**src/hw/rtl/rlpg_pkg.sv**
```systemverilog
// Package for the RGB LED pattern generator: request/response structs,
// mode codes, register indexes and the green-from-brightness function.
// No dependencies.
package rlpg_pkg;

   localparam int unsigned LevelWidth  = 8;
   localparam int unsigned PeriodWidth = 16;
   localparam int unsigned TimeWidth   = 32;
   localparam int unsigned CsrIdxWidth = 2;

   localparam logic [LevelWidth-1:0] LevelMax = 8'd255;
   localparam logic [LevelWidth-1:0] LevelOff = 8'd0;

   // floor(x*17/20) as (x * 55709) >> 16, with 55709 near 17/20 * 2^16, exact for 8-bit x
   localparam logic [15:0] GreenRecip = 16'd55709;

   typedef enum logic [2:0] {
      MODE_YELLOW = 3'd0,
      MODE_POLICE = 3'd1,
      MODE_RED    = 3'd2,
      MODE_GREEN  = 3'd3,
      MODE_BLUE   = 3'd4,
      MODE_CYCLE  = 3'd5
   } mode_type;

   typedef enum logic {
      ACT_TICK = 1'b0,
      ACT_MODE = 1'b1
   } action_type;

   typedef enum logic [CsrIdxWidth-1:0] {
      CSR_PULSE_PERIOD = 2'd0,
      CSR_FLASH_PERIOD = 2'd1,
      CSR_CYCLE_PERIOD = 2'd2
   } csr_index_type;

   localparam logic [PeriodWidth-1:0] PulsePeriodReset = 16'd10;
   localparam logic [PeriodWidth-1:0] FlashPeriodReset = 16'd500;
   localparam logic [PeriodWidth-1:0] CyclePeriodReset = 16'd1000;

   typedef struct packed {
      logic       action;
      logic [2:0] new_mode;
   } req_type;

   typedef struct packed {
      logic [LevelWidth-1:0] red_level;
      logic [LevelWidth-1:0] green_level;
      logic [LevelWidth-1:0] blue_level;
      logic [2:0]            mode_now;
   } rsp_type;

   typedef struct packed {
      logic [PeriodWidth-1:0] pulse_period;
      logic [PeriodWidth-1:0] flash_period;
      logic [PeriodWidth-1:0] cycle_period;
   } cfg_type;

   function automatic logic [LevelWidth-1:0] green_of(input logic [LevelWidth-1:0] level);
      logic [LevelWidth+15:0] prod;
      prod = {16'd0, level} * {{LevelWidth{1'b0}}, GreenRecip};
      return prod[LevelWidth+15:16];
   endfunction

endpackage

```
**src/hw/rtl/rlpg_engine.sv**
```systemverilog
// Pattern state and next-state logic for the RGB LED pattern generator.
// Depends on rlpg_pkg.
module rlpg_engine (
   input  logic             clock,
   input  logic             reset,
   input  logic             step,
   input  rlpg_pkg::req_type req,
   input  rlpg_pkg::cfg_type cfg,
   output rlpg_pkg::rsp_type result
);
   import rlpg_pkg::*;

   logic [TimeWidth-1:0]  now_ff, now_in;
   logic [TimeWidth-1:0]  pulse_ts_ff, pulse_ts_in;
   logic [TimeWidth-1:0]  flash_ts_ff, flash_ts_in;
   logic [TimeWidth-1:0]  cycle_ts_ff, cycle_ts_in;
   mode_type              mode_ff, mode_in;
   logic [LevelWidth-1:0] fade_ff, fade_in;
   logic                  fade_down_ff, fade_down_in;
   logic [LevelWidth-1:0] pend_r_ff, pend_r_in, pend_g_ff, pend_g_in, pend_b_ff, pend_b_in;
   logic                  red_tog_ff, red_tog_in, green_tog_ff, green_tog_in;
   logic [1:0]            phase_ff, phase_in;
   logic [LevelWidth-1:0] pin_r_ff, pin_r_in, pin_g_ff, pin_g_in, pin_b_ff, pin_b_in;

   logic [TimeWidth-1:0]   now_inc, sel_ts, elapsed;
   logic [PeriodWidth-1:0] sel_period;
   logic                   due, fade_dir;
   logic [LevelWidth-1:0]  fade_step;

   assign now_inc = now_ff + 32'd1;

   // Pick the timestamp and period the current mode runs on
   always_comb begin
      case (mode_ff)
         MODE_YELLOW, MODE_BLUE: begin
            sel_ts     = pulse_ts_ff;
            sel_period = cfg.pulse_period;
         end
         MODE_CYCLE: begin
            sel_ts     = cycle_ts_ff;
            sel_period = cfg.cycle_period;
         end
         default: begin
            sel_ts     = flash_ts_ff;
            sel_period = cfg.flash_period;
         end
      endcase
   end

   assign elapsed   = now_inc - sel_ts;
   assign due       = elapsed >= {16'd0, sel_period};
   assign fade_dir  = fade_down_ff ^ ((fade_ff == LevelOff) || (fade_ff == LevelMax));
   assign fade_step = fade_dir ? fade_ff - 8'd1 : fade_ff + 8'd1;

   always_comb begin
      now_in       = now_ff;
      pulse_ts_in  = pulse_ts_ff;
      flash_ts_in  = flash_ts_ff;
      cycle_ts_in  = cycle_ts_ff;
      mode_in      = mode_ff;
      fade_in      = fade_ff;
      fade_down_in = fade_down_ff;
      pend_r_in    = pend_r_ff;
      pend_g_in    = pend_g_ff;
      pend_b_in    = pend_b_ff;
      red_tog_in   = red_tog_ff;
      green_tog_in = green_tog_ff;
      phase_in     = phase_ff;
      pin_r_in     = pin_r_ff;
      pin_g_in     = pin_g_ff;
      pin_b_in     = pin_b_ff;
      if (step) begin
         if (req.action == ACT_TICK) begin
            now_in = now_inc;
            if (due) begin
               case (mode_ff)
                  MODE_YELLOW: begin
                     pulse_ts_in  = now_inc;
                     fade_down_in = fade_dir;
                     fade_in      = fade_step;
                     pin_r_in     = pend_r_ff;
                     pin_g_in     = pend_g_ff;
                     pin_b_in     = LevelOff;
                     pend_r_in    = fade_step;
                     pend_g_in    = green_of(fade_step);
                  end
                  MODE_BLUE: begin
                     pulse_ts_in  = now_inc;
                     fade_down_in = fade_dir;
                     fade_in      = fade_step;
                     pin_r_in     = LevelOff;
                     pin_g_in     = LevelOff;
                     pin_b_in     = pend_b_ff;
                     pend_b_in    = fade_step;
                  end
                  MODE_POLICE: begin
                     flash_ts_in = now_inc;
                     pin_r_in    = red_tog_ff ? LevelMax : LevelOff;
                     pin_g_in    = LevelOff;
                     pin_b_in    = red_tog_ff ? LevelOff : LevelMax;
                     red_tog_in  = !red_tog_ff;
                  end
                  MODE_RED: begin
                     flash_ts_in = now_inc;
                     red_tog_in  = !red_tog_ff;
                     pin_r_in    = red_tog_ff ? LevelOff : LevelMax;
                     pin_g_in    = LevelOff;
                     pin_b_in    = LevelOff;
                  end
                  MODE_GREEN: begin
                     flash_ts_in  = now_inc;
                     green_tog_in = !green_tog_ff;
                     pin_r_in     = LevelOff;
                     pin_g_in     = green_tog_ff ? LevelOff : LevelMax;
                     pin_b_in     = LevelOff;
                  end
                  MODE_CYCLE: begin
                     cycle_ts_in = now_inc;
                     pin_r_in    = (phase_ff == 2'd0) ? LevelMax : LevelOff;
                     pin_g_in    = (phase_ff == 2'd1) ? LevelMax : LevelOff;
                     pin_b_in    = (phase_ff[1])     ? LevelMax : LevelOff;
                     // stray phase 3 shows blue like phase 2
                     phase_in    = phase_ff[1] ? 2'd0 : phase_ff + 2'd1;
                  end
                  default: begin
                  end
               endcase
            end
         end else if ((req.new_mode <= MODE_CYCLE) && (req.new_mode != mode_ff)) begin
            mode_in      = mode_type'(req.new_mode);
            fade_in      = 8'd1;
            fade_down_in = 1'b0;
            pend_r_in    = LevelOff;
            pend_g_in    = LevelOff;
            pend_b_in    = LevelOff;
            pulse_ts_in  = '0;
         end
      end
   end

   always_ff @(posedge clock) begin
      if (reset) begin
         now_ff       <= '0;
         pulse_ts_ff  <= '0;
         flash_ts_ff  <= '0;
         cycle_ts_ff  <= '0;
         mode_ff      <= MODE_YELLOW;
         fade_ff      <= 8'd1;
         fade_down_ff <= 1'b0;
         pend_r_ff    <= LevelOff;
         pend_g_ff    <= LevelOff;
         pend_b_ff    <= LevelOff;
         red_tog_ff   <= 1'b0;
         green_tog_ff <= 1'b0;
         phase_ff     <= 2'd0;
         pin_r_ff     <= LevelOff;
         pin_g_ff     <= LevelOff;
         pin_b_ff     <= LevelOff;
      end else begin
         now_ff       <= now_in;
         pulse_ts_ff  <= pulse_ts_in;
         flash_ts_ff  <= flash_ts_in;
         cycle_ts_ff  <= cycle_ts_in;
         mode_ff      <= mode_in;
         fade_ff      <= fade_in;
         fade_down_ff <= fade_down_in;
         pend_r_ff    <= pend_r_in;
         pend_g_ff    <= pend_g_in;
         pend_b_ff    <= pend_b_in;
         red_tog_ff   <= red_tog_in;
         green_tog_ff <= green_tog_in;
         phase_ff     <= phase_in;
         pin_r_ff     <= pin_r_in;
         pin_g_ff     <= pin_g_in;
         pin_b_ff     <= pin_b_in;
      end
   end

   assign result.red_level   = pin_r_in;
   assign result.green_level = pin_g_in;
   assign result.blue_level  = pin_b_in;
   assign result.mode_now    = mode_in;

endmodule

```
**src/hw/rtl/rgb_led_pattern_generator_core.sv**
```systemverilog
// Top level of the RGB LED pattern generator: request register, period
// registers and response register around rlpg_engine. Depends on rlpg_pkg.
//
//   channel   direction  payload                 accepted when
//   req_*     in         action, new_mode        req_valid  && req_ready
//   rsp_*     out        r/g/b levels, mode_now  rsp_valid  && rsp_ready
//   csr_*     in         index, 16-bit period    csr_valid  && csr_ready (always ready)
//
// Each request passes from the request register into the response register;
// the pattern logic between them is one 32-bit subtract-and-compare plus a
// small 8x16 multiply for green. Sustained rate is one request per cycle
// while rsp_ready stays high. A stalled response holds the
// response register and the request register behind it; req_ready drops
// only when both are full. Synchronous reset clears all control state,
// the pattern state and the period registers to their defaults.
module rgb_led_pattern_generator_core (
   input  logic                                  clock,
   input  logic                                  reset,
   input  logic                                  req_valid,
   output logic                                  req_ready,
   input  rlpg_pkg::req_type                     req_data,
   output logic                                  rsp_valid,
   input  logic                                  rsp_ready,
   output rlpg_pkg::rsp_type                     rsp_data,
   input  logic                                  csr_valid,
   output logic                                  csr_ready,
   input  logic [rlpg_pkg::CsrIdxWidth-1:0]      csr_index,
   input  logic [rlpg_pkg::PeriodWidth-1:0]      csr_data
);
   import rlpg_pkg::*;

   // Request stage
   req_type in_data_ff;
   logic    in_vld_ff, in_vld_in;

   // Response stage
   rsp_type rsp_data_ff;
   logic    rsp_vld_ff, rsp_vld_in;

   // Period registers
   cfg_type cfg_ff, cfg_in;

   rsp_type step_result;
   logic    advance;

   // Move the held request into the response register whenever that
   // register is empty or is being drained this cycle.
   assign advance   = in_vld_ff && (!rsp_vld_ff || rsp_ready);
   assign req_ready = !in_vld_ff || advance;
   assign csr_ready = 1'b1;

   always_comb begin
      in_vld_in = in_vld_ff;
      if (req_valid && req_ready) begin
         in_vld_in = 1'b1;
      end else if (advance) begin
         in_vld_in = 1'b0;
      end
   end

   always_comb begin
      rsp_vld_in = rsp_vld_ff;
      if (advance) begin
         rsp_vld_in = 1'b1;
      end else if (rsp_ready) begin
         rsp_vld_in = 1'b0;
      end
   end

   // Register writes; an index past the list is dropped
   always_comb begin
      cfg_in = cfg_ff;
      if (csr_valid) begin
         case (csr_index)
            CSR_PULSE_PERIOD: cfg_in.pulse_period = csr_data;
            CSR_FLASH_PERIOD: cfg_in.flash_period = csr_data;
            CSR_CYCLE_PERIOD: cfg_in.cycle_period = csr_data;
            default: begin
            end
         endcase
      end
   end

   always_ff @(posedge clock) begin
      if (reset) begin
         in_vld_ff           <= 1'b0;
         rsp_vld_ff          <= 1'b0;
         cfg_ff.pulse_period <= PulsePeriodReset;
         cfg_ff.flash_period <= FlashPeriodReset;
         cfg_ff.cycle_period <= CyclePeriodReset;
      end else begin
         in_vld_ff  <= in_vld_in;
         rsp_vld_ff <= rsp_vld_in;
         cfg_ff     <= cfg_in;
      end
   end

   // Payload registers: load on handshake, hold otherwise
   always_ff @(posedge clock) begin
      if (req_valid && req_ready) begin
         in_data_ff <= req_data;
      end
      if (advance) begin
         rsp_data_ff <= step_result;
      end
   end

   rlpg_engine u_engine (
      .clock  (clock),
      .reset  (reset),
      .step   (advance),
      .req    (in_data_ff),
      .cfg    (cfg_ff),
      .result (step_result)
   );

   assign rsp_valid = rsp_vld_ff;
   assign rsp_data  = rsp_data_ff;

endmodule

```
**config.mk**
```make
export PLATFORM = sky130hd
export DESIGN_NAME = rgb_led_pattern_generator_core
export DESIGN_NICKNAME = d
export VERILOG_FILES = /design/src/hw/rtl/rlpg_pkg.sv /design/src/hw/rtl/rlpg_engine.sv /design/src/hw/rtl/rgb_led_pattern_generator_core.sv
export SDC_FILE = /design/constraint.sdc
export NUM_CORES = 1
export LEC_CHECK = 0
export BUFFER_PORTS_ARGS = -buffer_cell sky130_fd_sc_hd__buf_2
export CORE_MARGIN = 1.5
export CORE_UTILIZATION = 40
export CTS_CLUSTER_DIAMETER = 150
export CTS_CLUSTER_SIZE = 10
export DETAILED_ROUTE_END_ITERATION = 12
export PLACE_DENSITY = 0.58
export SLEW_MARGIN = 15
export SYNTH_ARGS = -nofsm -noshare
export SYNTH_HDL_FRONTEND = slang
export SYNTH_SLANG_ARGS = --single-unit
```
**constraint.sdc**
```tcl
create_clock -name clock -period 9 [get_ports clock]
set_input_delay 0.9 -clock clock [delete_from_list [all_inputs] [get_ports clock]]
set_output_delay 0.9 -clock clock [all_outputs]
set_load 0.01 [all_outputs]
```
==> run metrics <==
outcome=complete, no violations; worst-path maximum fanout=9; antenna cells=0; initial core utilization=0.405; register area share after synthesis=0.350; GRT Overall Usage=0.221; Layout area overhead=8.54%; clock transition at the registers of the reported paths=0.06 ns; die height=between 200 and 250 um; worst slew pin tran=1.06 ns; post-cts sizing count=0; Clock Power Share=0.351; Detailed Place HPWL=roughly 31000 um; leakage power=0.00712 uW; DRT Pass-1 Iters=5; setup tns final=0 ns; Worst Hold Launch=cfg_ff[19]; commonest non-fill, non-tap cell in the layout=dfxtp_1; Syn Inst Count=1962; fin cells=about 2500; Synth Register Bits=273; placed cell areas=17100 um2; crit-path most repeated cell=a21oi_1; Peak VDD IR=between 100 and 150 uV; CTS buffer count=31; synthesized area=16500 um2; pins over their slew limit=0; crit path DAT=a little over 8 ns; most frequent cells in the layout=dfxtp_1 (242), a21oi_1 (220), nand2_1 (174); Seq pwr share=0.409; Clock Tree Root=clkbuf_16; placed insts=approximately 2400; total global routing overflow=0; core area=approximately 40000 um2; Ys Warns=0; design area=roughly 18000 um2; area of the die=42500 um2; # port buffers=55; Worst Hold Depth=2; IO Pins=57; RSZ-0062 raised after global routing=no; Net Sw Frac=0.302; Tot Pwr=3120 uW; required time of the worst setup path=9.48 ns; Final nets=about 2100; r2r setup slk=1.22 ns; Comb pwr share=0.239; slowest stage delay, CP=slightly below 0.6 ns; number of antenna violations at the first check in global routing=0; largest net degree at the start of global routing=90; wire per inst=18.9 um; clock sink count=273; DP Worst Slack=1.24 ns; TritonCTS clock tree=built; relative slew slack=0.289; critical path class=reg2reg; power density over the cells=174 nW/um2; # setup viols final=0; DRC=0; Iteration-0 DRC Markers=942; syn_nets=2131; Worst Hold Class=reg2reg; r2r worst-path depth=30; drt via density=about 5.8; Post-synth EDFFs=31; GP Congestion=0.889; Final Critical Period=7.78 ns; first-pass GRT wire length=75700 um; fmax=129 MHz; hold-fix buffer count after cts=0; clock skew=~0.021 ns; CP Launch Type=flip-flop; Final ANT Viol Nets=0; Yosys cell types=90; routed vias=between 10000 and 15000; Async SR Flop Fraction=0; worst skew pair latency=0.57 ns; Synth Flop Type=dfxtp_1; Min-Delay Endpoint=cfg_ff[19]; postcts setup bufs=0; worst flop-to-flop path startpoint=u_engine.fade_ff[0]; final WL=around 47000 um; Tcrit/Tclk final=0.864; share of layout cells above drive strength 1=0.0856; max cap viols=0; reg2reg end=u_engine.pend_g_ff[7]; Crit. End Element=flip-flop; final setup margin=~1.2 ns; Int Power=2180 uW; Hold Fails Final Rpt=0; Switch Pwr=943 uW; vias in the first global route=14183; H-tree depth=1; width of the die=slightly above 200 um; Crit-path slowest cell=xnor2_1; cell row count=74; CTS Buffer Depth=3; syn avg cell area=roughly 8.4 um2
## sequential cells by signal, indices dropped and copies added, names as in the netlist
signal / cells
cfg_ff: 48
in_data_ff: 4
in_vld_ff: 1
rsp_data: 27
rsp_valid: 1
u_engine.cycle_ts_ff: 32
u_engine.fade_down_ff: 1
u_engine.fade_ff: 8
u_engine.flash_ts_ff: 32
u_engine.green_tog_ff: 1
u_engine.mode_ff: 3
u_engine.now_ff: 32
u_engine.pend_b_ff: 8
u_engine.pend_g_ff: 8
u_engine.pend_r_ff: 8
u_engine.phase_ff: 2
u_engine.pin_b_ff: 8
u_engine.pin_g_ff: 8
u_engine.pin_r_ff: 8
u_engine.pulse_ts_ff: 32
u_engine.red_tog_ff: 1
## Yosys cell counts (all sizes together) (6+ instances only)
cell type	instances	area [um2]
dfxtp	242	4840
a21oi	237	1250
nand2	179	679
nor3	175	921
o21ai	138	702
ha	111	1390
clkbuf	105	394
nor2	97	364
inv	89	334
xnor2	51	447
o22a	46	403
xor2	45	394
nand3	44	220
buf	35	191
nand4b	34	298
edfxtp	31	931
fa	31	621
a21o	22	165
and3	20	125
a2111oi	18	164
or3	15	93.8
nand4	14	93.8
o211ai	14	110
a211oi	13	97.6
a31o	12	105
a31oi	11	68.8
and2	11	68.8
or4	10	78.8
nor2b	9	56.3
o21a	9	67.6
nor4	8	71.3
nand2b	6	37.5
## critical path: cells and delay by family (launching register included)
| kind | cells | cell delay, ns |
|---|---|---|
| fa+ha+maj | 7 | 2.92 |
| compound gates | 13 | 2.29 |
| simple gates | 5 | 0.70 |
| buf+inv | 2 | 0.09 |
| xor+xnor | 3 | 1.11 |
| flops | 1 | 0.57 |
## per-stage QoR
step | util | hold WS, ns
floorplan | - | 0.433
global placement | 0.419 | 0.440
detailed placement | 0.419 | 0.443
CTS | 0.439 | 0.451
global route | 0.439 | 0.468
finish | 0.439 | 0.449
## layout make-up
type	instances	area (um2)
fillers	4106	22800
multi-input cells	1460	9840
flip-flops and latches	273	5780
clock buffers	39	806
well taps	532	666
repair buffers	78	467
inverters	89	334
clock inverters	1	8.76
## power by group through the flow
stage / combinational, uW / clock [uW] / sequential (uW)
floorplan: 559 / 0 / 1300
global placement: 739 / 0 / 1300
detailed placement: 754 / 0 / 1310
CTS: 760 / 1120 / 1280
global route: 856 / 1170 / 1280
finish: 748 / 1100 / 1280
## kinds of logic after synthesis
| logic type | after synthesis | synth area share |
|---|---|---|
| AND/OR/NAND/NOR | 642 | 0.198 |
| AO/OA/AOI/OAI | 572 | 0.217 |
| flip-flops | 273 | 0.350 |
| buffers and inverters | 229 | 0.0558 |
| adder cells (fa/ha/maj) | 142 | 0.122 |
| XOR/XNOR | 97 | 0.0523 |
| multiplexers | 6 | 0.00402 |
| other | 1 | 0.000227 |
## routing by layer
layer  wire (um)  up-vias  share of wire  GRT usage
li1            -     6997              -          -
met1       20700     6955           0.44      0.285
met2       22400      371           0.48      0.379
met3        1980       92          0.042     0.0244
met4        1590        0          0.034     0.0795
met5           0        -              0          0
## how the worst max path moves through the flow
stage,startpoint,depth (start not counted),end,slack [ns]
final,u_engine.fade_ff[0],30,u_engine.pend_g_ff[7],1.22
after global placement,u_engine.fade_ff[0],30,u_engine.pend_g_ff[7],1.47
after global routing,u_engine.fade_ff[0],30,u_engine.pend_g_ff[7],0.66
after CTS,u_engine.fade_ff[0],30,u_engine.pend_g_ff[7],1.21
after detailed placement,u_engine.fade_ff[0],30,u_engine.pend_g_ff[7],1.24
after floorplan,u_engine.fade_ff[0],30,u_engine.pend_g_ff[7],1.90
Note: power is estimated with default switching activity, not from simulation.
